## src/rtl/core/mtcp_pkg.sv

```systemverilog
// Package for the MIDI track chunk parser: payload structs, result kinds, constants.
// No dependencies.
package mtcp_pkg;

    localparam int TickBitsDef = 40;
    localparam int VlqMaxDef   = 4;

    typedef enum logic [2:0] {
        K_CHAN = 3'd0,
        K_META = 3'd1,
        K_MDATA = 3'd2,
        K_DONE = 3'd3,
        K_ERR  = 3'd4
    } t_kind;

    typedef struct packed {
        logic [7:0] data_byte;
        logic       start_track;
    } t_in;

    typedef struct packed {
        logic [2:0]  kind;
        logic [39:0] abs_tick;
        logic [3:0]  msg_type;
        logic [3:0]  channel;
        logic [7:0]  data1;
        logic [7:0]  data2;
        logic [1:0]  data_count;
        logic [7:0]  meta_type;
        logic [27:0] meta_len;
        logic        meta_fits;
        logic        last;
    } t_out;

    // Up to two results per byte travel together through the queue.
    typedef struct packed {
        t_out r0;
        t_out r1;
        logic two;
    } t_pair;

endpackage

```

## src/rtl/core/midi_track_chunk_parser.sv

```systemverilog
// MIDI track chunk parser top level. One byte accepted per cycle while o_stall
// is low; results go through a pair register and a two-deep pair queue and leave
// one per cycle while i_stall is low. A byte giving two results sends r0, then r1.
// Synchronous active-low reset returns the parser to expecting the tag.
// Depends on mtcp_pkg, mtcp_front, mtcp_back.
module midi_track_chunk_parser import mtcp_pkg::*; #(
    parameter int TICK_BITS     = TickBitsDef,
    parameter int VLQ_MAX_BYTES = VlqMaxDef
) (
    input  logic i_clk,
    input  logic i_rst_n,
    input  logic i_valid,
    input  t_in  i_data,
    output logic o_stall,
    output logic o_valid,
    output t_out o_data,
    input  logic i_stall
);

    logic  pvalid, pstall;
    t_pair pair;

    mtcp_front #(.TICK_BITS(TICK_BITS), .VLQ_MAX_BYTES(VLQ_MAX_BYTES)) u_front (
        .i_clk, .i_rst_n, .i_valid, .i_item(i_data), .o_stall,
        .o_pvalid(pvalid), .o_pair(pair), .i_pstall(pstall)
    );

    mtcp_back u_back (
        .i_clk, .i_rst_n, .i_pvalid(pvalid), .i_pair(pair), .o_pstall(pstall),
        .o_valid, .o_res(o_data), .i_stall
    );

    a_err_tick: assert property (@(posedge i_clk) disable iff (!i_rst_n)
        o_valid && o_data.kind == K_ERR |-> o_data.abs_tick == 40'd0)
        else $error("error result with nonzero tick");
    a_pair_two: assert property (@(posedge i_clk) disable iff (!i_rst_n)
        pvalid && pair.two |-> !pair.r0.last && pair.r1.last)
        else $error("pair last flags wrong");
    a_single_last: assert property (@(posedge i_clk) disable iff (!i_rst_n)
        pvalid && !pair.two |-> pair.r0.last)
        else $error("single result without last");

endmodule

```

## src/rtl/core/mtcp_front.sv

```systemverilog
// Front part: accepts bytes, runs the chunk parse state machine, forms result pairs.
// Depends on mtcp_pkg.
module mtcp_front import mtcp_pkg::*; #(
    parameter int TICK_BITS     = TickBitsDef,
    parameter int VLQ_MAX_BYTES = VlqMaxDef
) (
    input  logic  i_clk,
    input  logic  i_rst_n,
    input  logic  i_valid,
    input  t_in   i_item,
    output logic  o_stall,
    output logic  o_pvalid,
    output t_pair o_pair,
    input  logic  i_pstall
);

    typedef enum logic [12:0] {
        PH_TAG   = 13'h0001, PH_LEN   = 13'h0002, PH_DELTA = 13'h0004,
        PH_STAT  = 13'h0008, PH_MTYPE = 13'h0010, PH_MLEN  = 13'h0020,
        PH_MDATA = 13'h0040, PH_SKIP  = 13'h0080, PH_SXLEN = 13'h0100,
        PH_CH1   = 13'h0200, PH_CH2   = 13'h0400, PH_DONE  = 13'h0800,
        PH_ERR   = 13'h1000
    } t_phase;

    t_phase             r_ph, n_ph, ph0;
    logic [1:0]         r_tag, n_tag, tag0;
    logic [31:0]        r_left, n_left, left0;
    logic [TICK_BITS-1:0] r_tick, n_tick, tick0;
    logic [27:0]        r_acc, n_acc, acc0, acc_nx;
    logic [1:0]         r_vb, n_vb, vb0;
    logic [7:0]         r_rs, n_rs, rs0;
    logic [7:0]         r_d1, n_d1, d10;
    logic [1:0]         r_hc, n_hc, hc0;
    logic [7:0]         r_mt, n_mt, mt0;
    logic [27:0]        r_skip, n_skip, skip0;
    logic               vlq_end, one_d;
    t_out               res [2];
    logic [1:0]         cnt;
    logic [7:0]         b, tagc;
    logic [39:0]        tick_o, tick_n40;
    logic               acc;

    assign o_stall = o_pvalid & i_pstall;
    assign acc     = i_valid & ~o_stall;
    assign b       = i_item.data_byte;

    always_comb begin
        logic [2:0] k;
        logic [7:0] d1, d2;
        logic [1:0] dc;
        logic [27:0] ml;
        logic       mf, emit_ch, emit_mh;
        logic [7:0] mty;
        k = K_CHAN; d1 = '0; d2 = '0; dc = '0; ml = '0; mf = 1'b0; mty = '0;
        emit_ch = 1'b0; emit_mh = 1'b0;
        ph0 = i_item.start_track ? PH_TAG : r_ph;
        tag0  = i_item.start_track ? 2'd0 : r_tag;
        left0 = i_item.start_track ? 32'd0 : r_left;
        tick0 = i_item.start_track ? '0 : r_tick;
        acc0  = i_item.start_track ? 28'd0 : r_acc;
        vb0   = i_item.start_track ? 2'd0 : r_vb;
        rs0   = i_item.start_track ? 8'd0 : r_rs;
        d10   = i_item.start_track ? 8'd0 : r_d1;
        hc0   = i_item.start_track ? 2'd0 : r_hc;
        mt0   = i_item.start_track ? 8'd0 : r_mt;
        skip0 = i_item.start_track ? 28'd0 : r_skip;
        n_ph = ph0; n_tag = tag0; n_left = left0; n_tick = tick0; n_acc = acc0;
        n_vb = vb0; n_rs = rs0; n_d1 = d10; n_hc = hc0; n_mt = mt0; n_skip = skip0;
        cnt = 2'd0;
        res[0] = '0; res[1] = '0;
        unique case (tag0)
            2'd0: tagc = 8'h4D;
            2'd1: tagc = 8'h54;
            2'd2: tagc = 8'h72;
            default: tagc = 8'h6B;
        endcase
        acc_nx  = {acc0[20:0], b[6:0]};
        vlq_end = ~b[7] | ({1'b0, vb0} + 3'd1 >= 3'(VLQ_MAX_BYTES));
        one_d   = (rs0[7:4] == 4'hC) | (rs0[7:4] == 4'hD);
        tick_n40 = 40'(tick0);
        unique case (ph0)
            PH_TAG: begin
                if (b != tagc) begin
                    n_ph = PH_ERR; cnt = 2'd1; res[0].kind = K_ERR;
                end else if (tag0 == 2'd3) begin
                    n_tag = 2'd0; n_ph = PH_LEN;
                end else n_tag = tag0 + 2'd1;
            end
            PH_LEN: begin
                n_left = {left0[23:0], b};
                if (tag0 == 2'd3) begin
                    n_tag = 2'd0;
                    if (n_left == 32'd0) n_ph = PH_DONE;
                    else begin n_ph = PH_DELTA; n_acc = '0; n_vb = '0; end
                end else n_tag = tag0 + 2'd1;
            end
            PH_DONE, PH_ERR: ;
            default: begin
                n_left = left0 - 32'd1;
                unique case (ph0)
                    PH_DELTA: begin
                        n_acc = acc_nx;
                        if (vlq_end) begin
                            n_tick = tick0 + TICK_BITS'(acc_nx);
                            n_ph = PH_STAT;
                        end else n_vb = vb0 + 2'd1;
                    end
                    PH_STAT: begin
                        if (b == 8'hFF) n_ph = PH_MTYPE;
                        else if (b == 8'hF0 || b == 8'hF7) begin
                            n_ph = PH_SXLEN; n_acc = '0; n_vb = '0;
                        end else if (b[7]) begin
                            n_rs = b; n_hc = 2'd0; n_d1 = 8'd0; n_ph = PH_CH1;
                        end else if (rs0 == 8'd0) begin
                            n_ph = PH_DELTA; n_acc = '0; n_vb = '0;
                        end else begin
                            n_d1 = b; n_hc = 2'd1;
                            if (one_d) begin
                                emit_ch = 1'b1; n_ph = PH_DELTA; n_acc = '0; n_vb = '0;
                            end else n_ph = PH_CH2;
                        end
                    end
                    PH_CH1: begin
                        n_d1 = b; n_hc = 2'd1;
                        if (one_d) begin
                            emit_ch = 1'b1; n_ph = PH_DELTA; n_acc = '0; n_vb = '0;
                        end else n_ph = PH_CH2;
                    end
                    PH_CH2: begin
                        n_hc = 2'd2; emit_ch = 1'b1;
                        n_ph = PH_DELTA; n_acc = '0; n_vb = '0;
                    end
                    PH_MTYPE: begin
                        n_mt = b; n_ph = PH_MLEN; n_acc = '0; n_vb = '0;
                    end
                    PH_MLEN: begin
                        n_acc = acc_nx;
                        if (vlq_end) begin
                            emit_mh = 1'b1; ml = acc_nx;
                            mf = {4'd0, acc_nx} <= n_left;
                            n_skip = acc_nx;
                            if (!mf) n_ph = PH_SKIP;
                            else if (acc_nx != 28'd0) n_ph = PH_MDATA;
                            else if (mt0 == 8'h2F) n_ph = PH_DONE;
                            else begin n_ph = PH_DELTA; n_acc = '0; n_vb = '0; end
                        end else n_vb = vb0 + 2'd1;
                    end
                    PH_MDATA: begin
                        cnt = 2'd1; res[0].kind = K_MDATA; res[0].data1 = b;
                        res[0].meta_type = mt0;
                        n_skip = skip0 - 28'd1;
                        if (n_skip == 28'd0) begin
                            if (mt0 == 8'h2F) n_ph = PH_DONE;
                            else begin n_ph = PH_DELTA; n_acc = '0; n_vb = '0; end
                        end
                    end
                    PH_SKIP: begin
                        n_skip = skip0 - 28'd1;
                        if (n_skip == 28'd0) begin
                            n_ph = PH_DELTA; n_acc = '0; n_vb = '0;
                        end
                    end
                    PH_SXLEN: begin
                        n_acc = acc_nx;
                        if (vlq_end) begin
                            n_skip = acc_nx;
                            if (acc_nx == 28'd0) begin
                                n_ph = PH_DELTA; n_acc = '0; n_vb = '0;
                            end else n_ph = PH_SKIP;
                        end else n_vb = vb0 + 2'd1;
                    end
                    default: ;
                endcase
                // chunk runs out: flush partial event, then done
                if (n_left == 32'd0 && n_ph != PH_DONE) begin
                    if (n_ph == PH_CH1 || n_ph == PH_CH2) emit_ch = 1'b1;
                    else if (n_ph == PH_MLEN) begin
                        emit_mh = 1'b1; ml = n_acc; mf = n_acc == 28'd0;
                    end
                    n_ph = PH_DONE;
                end
            end
        endcase
        tick_o = 40'(n_tick);
        if (emit_ch) begin
            dc = n_hc;
            d1 = (n_hc >= 2'd1) ? n_d1 : 8'd0;
            d2 = (n_hc >= 2'd2) ? b : 8'd0;
            res[0] = '0; res[0].kind = K_CHAN; res[0].abs_tick = tick_o;
            res[0].msg_type = n_rs[7:4]; res[0].channel = n_rs[3:0];
            res[0].data1 = d1; res[0].data2 = d2; res[0].data_count = dc;
            cnt = 2'd1;
        end
        if (emit_mh) begin
            mty = n_mt;
            res[0] = '0; res[0].kind = K_META; res[0].abs_tick = tick_o;
            res[0].meta_type = mty; res[0].meta_len = ml; res[0].meta_fits = mf;
            cnt = 2'd1;
        end
        if (cnt == 2'd1 && res[0].kind == K_MDATA) res[0].abs_tick = tick_o;
        if (n_ph == PH_DONE && ph0 != PH_DONE) begin
            res[cnt[0]] = '0; res[cnt[0]].kind = K_DONE;
            res[cnt[0]].abs_tick = tick_o;
            cnt = cnt + 2'd1;
        end
        if (cnt == 2'd2) res[1].last = 1'b1;
        else res[0].last = 1'b1;
        k = res[0].kind;
        if (k == K_ERR) res[0].abs_tick = tick_n40 & 40'd0;
    end

    always_ff @(posedge i_clk) begin
        if (!i_rst_n) begin
            r_ph <= PH_TAG; r_tag <= '0; r_left <= '0; r_tick <= '0; r_acc <= '0;
            r_vb <= '0; r_rs <= '0; r_d1 <= '0; r_hc <= '0; r_mt <= '0; r_skip <= '0;
            o_pvalid <= 1'b0;
        end else begin
            if (acc) begin
                r_ph <= n_ph; r_tag <= n_tag; r_left <= n_left; r_tick <= n_tick;
                r_acc <= n_acc; r_vb <= n_vb; r_rs <= n_rs; r_d1 <= n_d1;
                r_hc <= n_hc; r_mt <= n_mt; r_skip <= n_skip;
                o_pvalid <= cnt != 2'd0;
            end else if (!i_pstall) o_pvalid <= 1'b0;
        end
    end

    always_ff @(posedge i_clk) begin
        if (acc) begin
            o_pair.r0  <= res[0];
            o_pair.r1  <= res[1];
            o_pair.two <= cnt == 2'd2;
        end
    end

endmodule

```

## src/rtl/core/mtcp_back.sv

```systemverilog
// Back part: two-entry queue of result pairs, serializes each pair to the output.
// Depends on mtcp_pkg.
module mtcp_back import mtcp_pkg::*; (
    input  logic  i_clk,
    input  logic  i_rst_n,
    input  logic  i_pvalid,
    input  t_pair i_pair,
    output logic  o_pstall,
    output logic  o_valid,
    output t_out  o_res,
    input  logic  i_stall
);

    t_pair      r_q [2];
    logic       r_wp, r_rp, r_sub;
    logic [1:0] r_cnt;
    logic       push, pop, take;

    assign o_pstall = r_cnt == 2'd2;
    assign push     = i_pvalid & ~o_pstall;
    assign o_valid  = r_cnt != 2'd0;
    assign o_res    = r_sub ? r_q[r_rp].r1 : r_q[r_rp].r0;
    assign take     = o_valid & ~i_stall;
    assign pop      = take & (r_sub | ~r_q[r_rp].two);

    always_ff @(posedge i_clk) begin
        if (!i_rst_n) begin
            r_wp <= 1'b0; r_rp <= 1'b0; r_sub <= 1'b0; r_cnt <= 2'd0;
        end else begin
            if (push) r_wp <= ~r_wp;
            if (pop) begin
                r_rp <= ~r_rp; r_sub <= 1'b0;
            end else if (take) r_sub <= 1'b1;
            r_cnt <= r_cnt + {1'b0, push} - {1'b0, pop};
        end
    end

    always_ff @(posedge i_clk) begin
        if (push) r_q[r_wp] <= i_pair;
    end

endmodule

```

## config.mk

```make
export PLATFORM = sky130hd
export DESIGN_NAME = midi_track_chunk_parser
export DESIGN_NICKNAME = d
export VERILOG_FILES = /design/src/rtl/core/mtcp_pkg.sv /design/src/rtl/core/midi_track_chunk_parser.sv /design/src/rtl/core/mtcp_front.sv /design/src/rtl/core/mtcp_back.sv
export SDC_FILE = /design/constraint.sdc
export NUM_CORES = 1
export LEC_CHECK = 0
export ABC_AREA = 1
export BUFFER_PORTS_ARGS = -buffer_cell sky130_fd_sc_hd__buf_2
export CAP_MARGIN = 20
export CORE_MARGIN = 4
export CORE_UTILIZATION = 45
export DETAILED_ROUTE_END_ITERATION = 10
export PLACE_DENSITY = 0.67
export SLEW_MARGIN = 25
export SYNTH_ARGS = -nofsm -noshare
export SYNTH_HDL_FRONTEND = slang
export SYNTH_HIERARCHICAL = 1
export SYNTH_SLANG_ARGS = --single-unit
```

## constraint.sdc

```tcl
create_clock -name i_clk -period 25 [get_ports i_clk]
set_clock_uncertainty 0.15 [all_clocks]
set_input_delay 5 -clock i_clk [delete_from_list [all_inputs] [get_ports i_clk]]
set_output_delay 5 -clock i_clk [all_outputs]
set_load 0.05 [all_outputs]
```

### After elaboration in Yosys (flattened, before gate mapping)

Memory sizes are Yosys's and may differ from the RTL's. A register that Yosys moved wholly into a read port is not among the register bits.
Index checks and enable logic that the tools add are counted.

* flip-flop bits (word level): 392
* bits in latches: 0
* memory bits (writable): 430
* ROM bits: 0
* word-level logic and storage cells: 294
* memories: 1

* add/subtract/negate cells: 9
* $mul: 0
* div/mod/pow operators: 0
* $lt $le $gt $ge: 6
* equal/unequal tests: 35
* shifts and indexed selects: 0
* muxes and demuxes: 161
* bitwise operators: 19
* reduce and logical (&&, ||, !) cells: 24

Memory list
* u_back.r_q: depth 2, bits a word 215, read ports 1, clocked after memory_dff 1, write ports 1, line mtcp_back.sv:14 `t_pair r_q [2];`

Operator list (number)
* $mux W28: 27
* $mux W107: 5
* $bwmux W214: 2
* $demux W107 S1: 3
* $pmux W28 S8: 1
* $mux W13: 17
* $and A214 B214 Y214: 1
* $mux W214: 1
* $not A214 Y214: 1
* $mux W40: 5
* $mux W8: 22
* $pmux W13 S9: 1
* $pmux W28 S2: 2
* $mux W104: 1
* $logic_not A28 Y1: 3
* $logic_not A32 Y1: 2
* $pmux W32 S2: 1
* $mux W2: 30
* $add A40 B28 Y40: 1
* $pmux W13 S3: 1
* $le A28 B32 Y1: 1
* $mux W32: 1
* $sub A32 B1 Y32 const B: 1
* $mux W1: 28
* other kinds (55): 96

### Longest topological paths before layout

Gate-level depths: netlist of run 1.

* word-level depth: 28
* gate-level depth with buffers: 42
* gate-level depth less buffers: 41

### Hierarchy

The synthesis of run 1 kept the hierarchy.

By module, submodules not included
* mtcp_front: instances 1, cells an instance 3047, area each 21605.7 um^2
* mtcp_back: instances 1, cells an instance 1078, area each 16174.3 um^2

### Worst setup path after synthesis of run 1

OpenSTA, ideal clock, no wires.

* path kind: input to register
* from: in i_valid
* to: reg u_front/o_pair[0] in the netlist's numbering, enable pin
* library setup time: 0.573 ns
* data arrival time: 9.711 ns
* setup slack: 14.566 ns
* stages on the path: 4
* cell sequence: nand2_1 > inv_1 > clkbuf_1 > clkbuf_1

* cells in the longest elaborated chain, start to end: 1

RTL lines
* from (decl): line midi_track_chunk_parser.sv:12 `input logic i_valid,`
* $and A1 B1 Y1: line mtcp_front.sv:44 `assign acc = i_valid & ~o_stall;`
* net u_front.acc: line mtcp_front.sv:41 `logic acc;`
* to (decl): line mtcp_front.sv:13 `output t_pair o_pair,`

The timed path passes the listed nets, and every way through them passes these cells.
A chain may end at the register's enable or synchronous reset.

### Worst setup path after layout of run 1

* from: in i_data[0] in the netlist's numbering
* to: reg u_front/o_pair[184] in the netlist's numbering, data pin

* cells in the longest elaborated chain, start to end: 28
* elaborated cells between the ends (all ways): 127
* classes of those cells: 4 x add/sub; 4 x order compare; 29 x eq/ne; 70 x mux; 5 x bitwise; 15 x reduce/logical

RTL lines
* from (decl): line midi_track_chunk_parser.sv:13 `input t_in i_data,`
* parallel branches: the longest is 26 deep, another holds $sub A32 B1 Y32
* $mux W214 (*): line mtcp_front.sv:201 `if (n_ph == PH_DONE && ph0 != PH_DONE) begin`
* $eq A3 B3 Y1: line mtcp_front.sv:209 `if (k == K_ERR) res[0].abs_tick = tick_n40 & 40'd0;`

Mark *: on every way between the ends. The select of a mux whose other input is x is not followed.

==> run_results.csv, run 1 <==
group,metric,value,unit
die,fp-row-count,105,
outcome,status,"finished, final reports clean",
setup_path,critPathMaxStageDelay,0.81,ns
clocking,post_cts_resized,0,
synth,synth_edf_count,580,
clocking,htreeDepth,3,
setup_path,end_kind,"flop",
sta,rsz0062_at_grt,"false",
clocking,cts_tree,"yes",
die,initial_utilization,45.7,%
setup_path,crit_fanout,53,
setup_path,worst_setup_path_start_kind,"input port",
job,max-cap-violations,0,
synth,yosysSeqAreaShare,55.5,%
drt,drc,0,
placed_design,dpl.cell_count,5133,
min_path,hold_path_class,"reg2reg",
sta,fin_crit_sh,49.6,%
sta,fmax,80.7,MHz
placed_design,gp_congestion,0.971,
finish,syn2layout_area_growth,9.97,%
sta,finalSetupViolCount,0,
pwr,p_leak,0.0171,uW
synth,async_flop_share,0,%
synth,synth-main-ff-cell,"edfxtp_1",
drt,routed_via_density,5.56,
synth,ys_ff_latch,758,
setup_path,worstPathArrival,12.62,ns
sta,maxSlewViolCount,0,
sta,hold_viol,0,
finish,seq_area,21000,um2
pwr,p_per_area,79.2,nW/um2
global_routing,antenna_found_initial,1,
finish,drive_gt1_share,9.48,%
setup_path,worst_path_max_delay_cell,"clkinv_2",
drt,num_vias,29445,
global_routing,grt_usage,21.8,%
sta,finalSetupTns,0,ns
clocking,postCtsSetupBuffers,0,
synth,yosys_warnings,6,
drt,drtPass1Iterations,6,
finish,fill_cells,7485,
synth,synthDistinctLibCells,67,
sta,min_period,12.40,ns
die,core,82600,um2
clocking,clock_sinks,758,
placed_design,dp_hpwl,65500,um
global_routing,overflow,0,
synth,syn_inst,4125,
clocking,root_buffer,"clkbuf_16",
finish,finalNonFillerCells,5292,
placed_design,pre_cts_ws,12.12,ns
die,io-pin-count,122,
finish,final_nets,4228,
sta,max_slew_margin,27.9,%
pwr,irDropWorstVdd,0.0457,mV
setup_path,crit_type,"in2reg",
drt,avgRoutedWirePerCell,19.0,um
drt,drtAntennaViolNets,0,
setup_path,cpMostUsedCell,"nand2_1",
clocking,cts_hold_buf,0,
drt,drt_wl_total,100000,um
finish,multiInputGateArea,13700,um2
clocking,cts_buffers,83,
drt,drt-initial-drc-count,2871,
setup_path,worstPathRequired,25.22,ns
global_routing,grt_pass1_wl,156000,um
clocking,clockBufferDepth,3,
global_routing,grt_max_degree,138,
synth,syn_area,37800,um2
synth,avgSynthCellArea,9.16,um2
die,die-area,88700,um2
die,fp.dieH,298,um
die,die_w,298,um
sta,fin_ws,12.60,ns
clocking,clock_latency,0.64,ns
clocking,clk_pin_slew,0.06,ns
sta,worst_slew_pin_slew,1.08,ns
placed_design,port_buffers,121,
global_routing,grt_pass1_vias,27725,
## critical path: cells and delay by family
family / cells / cell delay (ns)
compound gates: 1 / 0.16
xor+xnor: 1 / 0.19
fa+ha+maj: 2 / 0.51
buf+inv: 6 / 2.43
simple gates: 27 / 4.15
## layout by cell type (no fill, tap or decap), types with 33 or more instances in the layout
cell and instances:
nand2_1 621, edfxtp_1 580, nor2_1 564, inv_1 455, o21ai_0 454, a21oi_1 180, dfxtp_1 176, o22ai_1 171
nand3_1 120, buf_2 119, clkbuf_16 86, ha_1 64, conb_1 64, xor2_1 50, a221oi_1 47, nand4_1 39
clkinv_1 33
## metrics by stage
stage | instance area [um2] | total power (uW) | util [%] | hold slack [ns]
floorplan | 38000 | 1930 | - | 0.271
global placement | 38700 | 2060 | 46.8 | 0.272
detailed placement | 38700 | 2070 | 46.8 | 0.279
CTS | 41500 | 3310 | 50.2 | 0.289
global route | 41500 | 3430 | 50.3 | 0.296
finish | 41500 | 3290 | 50.3 | 0.289
## worst paths after layout
check	startpoint	to	slack (ns)	cells after the start
setup reg to reg	u_front/r_left[0]	u_front/o_pair[184]	18.54	36
setup / recovery	i_data[0]	u_front/o_pair[184]	12.60	37
hold reg to reg	u_front/o_pair[163]	u_back/r_q[1][163]	0.29	0
hold / removal	u_front/o_pair[163]	u_back/r_q[1][163]	0.29	0
## sequential cells by signal (all words and copies together) (netlist names), named ones only
signal            count
u_back/r_q          430
u_front/o_pair      150
u_front/r_tick       40
u_front/r_left       32
u_front/r_acc        28
u_front/r_skip       28
u_front/r_ph         13
u_front/r_d1          8
u_front/r_mt          8
u_front/r_rs          8
u_back/r_cnt          2
u_front/r_hc          2
u_front/r_tag         2
u_front/r_vb          2
u_back/r_rp           1
u_back/r_sub          1
u_back/r_wp           1
u_front/o_pvalid      1
## cell usage after synthesis, types with 13 or more instances
cell | count | area share (%)
buf_6 | 25 | 0.75
dfxtp_1 | 178 | 9.4
nor3_1 | 32 | 0.42
nand3_1 | 120 | 1.6
a221oi_1 | 47 | 1.1
o21ai_0 | 454 | 6.0
inv_2 | 13 | 0.13
buf_2 | 19 | 0.25
nor2_1 | 569 | 5.7
nand4_1 | 39 | 0.65
o221ai_1 | 27 | 0.63
nand2_2 | 25 | 0.41
nor2_2 | 18 | 0.30
o22ai_1 | 171 | 2.8
buf_1 | 13 | 0.13
xor2_1 | 50 | 1.2
clkbuf_1 | 141 | 1.4
o21ai_1 | 16 | 0.21
buf_4 | 77 | 1.5
nand2_1 | 622 | 6.2
a31oi_1 | 24 | 0.40
ha_1 | 64 | 2.1
a21oi_1 | 180 | 2.4
o211ai_1 | 30 | 0.60
nor4_1 | 13 | 0.22
inv_1 | 456 | 4.5
edfxtp_1 | 580 | 46
## cells by family (layout without fill, tap and decap cells)
kind of cell,count (synthesis),after routing,synth area share [%]
and+or+nand+nor,1477,1477,16.5
adders and majority gates,65,65,2.17
other,1,66,0.00993
AOI/OAI and AO/OA,1005,1005,15.5
xor gates and xnor gates,61,61,1.41
DFF,758,758,55.5
buffers and inverters,758,790,8.92
## area by class of cell
class / count / area share [%]
antenna: 2 / 0.0120
clock buffer: 98 / 5.36
clock inverter: 57 / 1.37
inverter: 482 / 4.41
multi-input combinational: 2672 / 33.0
sequential: 758 / 50.5
tap: 1070 / 3.22
timing repair buffer: 153 / 2.14
## per-layer routing
layer | vias to the layer above | track usage, % | routed length (um)
li1 | 14173 | - | -
met1 | 14104 | 30.1 | 44600
met2 | 974 | 35.3 | 46600
met3 | 192 | 3.46 | 6370
met4 | 2 | 7.27 | 2900
met5 | - | 0 | 14
## power breakdown
part	switching [uW]	leakage [uW]	total (uW)	internal [uW]
Combinational	463	0.00883	605	141
Clock	503	0.00136	1250	743
Sequential	28.8	0.00693	1440	1410
Total	995	0.0171	3290	2300
(Power assumes the default switching activity.)
==> run 2, diff against run 1 <==
Clock period 25 ns to 12.3 ns, I/O delays scaled along.
==> run 2 against run 1 <==
Sequential cell count unchanged. Global-route usage is 0.29 points higher. Sequential power increased by 100%. Routed wire length rose by 1.1%. Die area is the same. Total power is 100% higher. First-iteration DRC count up 3.2%. Sequential share of layout area is 0.059 points higher. Combinational power rose by 100%. Cell area fell by 0.12%. Non-clock buffer count up 1. Critical path type unchanged. Largest power group unchanged. Highest routed layer is now met4.
==> run_results.csv, run 2 (synthesis results as in run 1) <==
group,metric,value,unit
placed_design,port_buffers,121,
die,io-pin-count,122,
drt,routed_via_density,5.57,
outcome,status,"finished, final reports clean",
drt,drt_wl_total,102000,um
pwr,pwr-share-comb,18.7,%
finish,fill_cells,7559,
setup_path,worst_setup_path_start_kind,"input port",
clocking,clock_latency,0.63,ns
setup_path,cpMostUsedCell,"nand2_1",
clocking,clock_sinks,758,
finish,finalNonFillerCells,5287,
placed_design,dpl.cell_count,5136,
global_routing,grt_pass1_vias,27583,
die,core,82600,um2
setup_path,worstPathRequired,12.62,ns
finish,final_nets,4226,
global_routing,grt_pass1_wl,157000,um
min_path,hold_path_class,"reg2reg",
pwr,p_leak,0.0171,uW
sta,fin_crit_sh,77.9,%
die,fp-row-count,105,
global_routing,antenna_found_initial,1,
die,die-area,88700,um2
die,initial_utilization,45.7,%
pwr,switchingPower,2020,uW
setup_path,worstPathArrival,9.90,ns
die,fp.dieH,298,um
pwr,p_per_area,160,nW/um2
drt,drc,0,
finish,syn2layout_area_growth,9.84,%
job,max-cap-violations,0,
global_routing,grt_usage,22.1,%
placed_design,pre_cts_ws,2.33,ns
pwr,seqPwrFrac,44.1,%
setup_path,crit_type,"in2reg",
sta,max_slew_margin,29.9,%
finish,drive_gt1_share,9.56,%
pwr,irDropWorstVdd,0.111,mV
pwr,intPower,4620,uW
setup_path,crit_fanout,50,
setup_path,critPathMaxStageDelay,0.78,ns
clocking,clockBufferDepth,3,
sta,fmax,104,MHz
finish,final_area,41500,um2
clocking,cts_tree,"yes",
finish,top_regs,"u_back/r_q x430, u_front/o_pair x150, u_front/r_tick x40",
setup_path,worst_path_max_delay_cell,"clkinv_2",
global_routing,grt_max_degree,174,
drt,drtAntennaViolNets,0,
drt,num_vias,29428,
clocking,htreeDepth,3,
clocking,post_cts_resized,0,
sta,rsz0062_at_grt,"false",
clocking,postCtsSetupBuffers,0,
drt,drtPass1Iterations,8,
sta,finalSetupTns,0,ns
finish,mostFrequentLayoutCell,"nand2_1",
placed_design,gp_congestion,0.994,
sta,min_period,9.58,ns
sta,finalSetupViolCount,0,
clocking,clk_pin_slew,0.06,ns
pwr,clockPowerShare,37.2,%
finish,layout_common_cells,"621 x nand2_1, 580 x edfxtp_1, 564 x nor2_1",
finish,largest_reg_flops,430,
sta,hold_viol,0,
die,die_w,298,um
clocking,cts_buffers,80,
setup_path,end_kind,"flop",
placed_design,placed_cell_area,38800,um2
sta,fin_ws,2.72,ns
drt,drt-initial-drc-count,2963,
pwr,swShare,30.5,%
pwr,finalPower,6640,uW
sta,maxSlewViolCount,0,
clocking,root_buffer,"clkbuf_16",
global_routing,overflow,0,
sta,worst_slew_pin_slew,1.05,ns
placed_design,dp_hpwl,65600,um
drt,avgRoutedWirePerCell,19.2,um
clocking,cts_hold_buf,0,
finish,regMostFlops,"u_back/r_q",
[run 2: power by group through the flow]
stage               sequential, uW  clock (uW)  combinational [uW]
floorplan                     2980           0                 943
detailed placement            2980           0                1230
global route                  2940        2640                1340
finish                        2930        2470                1240
global placement              2980           0                1230
CTS                           2930        2520                1230
[run 2: metal layers]
layer,global-route usage (%),routed length (um),vias up
met5,0,0,-
met1,30.8,44900,14044
met2,36.0,47200,1070
met3,3.65,7010,158
met4,6.19,2410,0
li1,-,-,14156
[run 2: stage by stage]
| step | hold slack (ns) | utilization (%) |
|---|---|---|
| after floorplan | 0.271 | - |
| after detailed placement | 0.279 | 46.9 |
| after global placement | 0.273 | 46.9 |
| after global routing | 0.272 | 50.2 |
| after CTS | 0.268 | 50.2 |
| final | 0.270 | 50.2 |
[run 2: cell type report]
class                      count  area [um2]  area share (%)
multi-input combinational   2672       13700            33.0
tap                         1070        1340            3.23
sequential                   758       21000            50.6
antenna                        2        5.00          0.0121
clock buffer                 103        2180            5.25
inverter                     482        1840            4.43
clock inverter                46         557            1.34
timing repair buffer         154         887            2.14
[run 2: final timing paths]
path / from / end / slack [ns] / depth (start not counted)
worst max-delay path: i_data[0] / u_front/o_pair[189] / 2.72 / 37
worst min-delay path: u_front/o_pair[90] / u_back/r_q[1][90] / 0.27 / 0
worst max register to register: u_front/r_left[0] / u_front/o_pair[189] / 5.81 / 37
worst min register to register: u_front/o_pair[90] / u_back/r_q[1][90] / 0.27 / 0
[run 2: worst max-delay path, delay by kind of cell]
| kind | cells | cell delay (ns) |
|---|---|---|
| AND/OR/NAND/NOR | 29 | 4.20 |
| buffers and inverters | 6 | 2.67 |
| adder cells (fa/ha/maj) | 1 | 0.29 |
| XOR/XNOR | 1 | 0.18 |
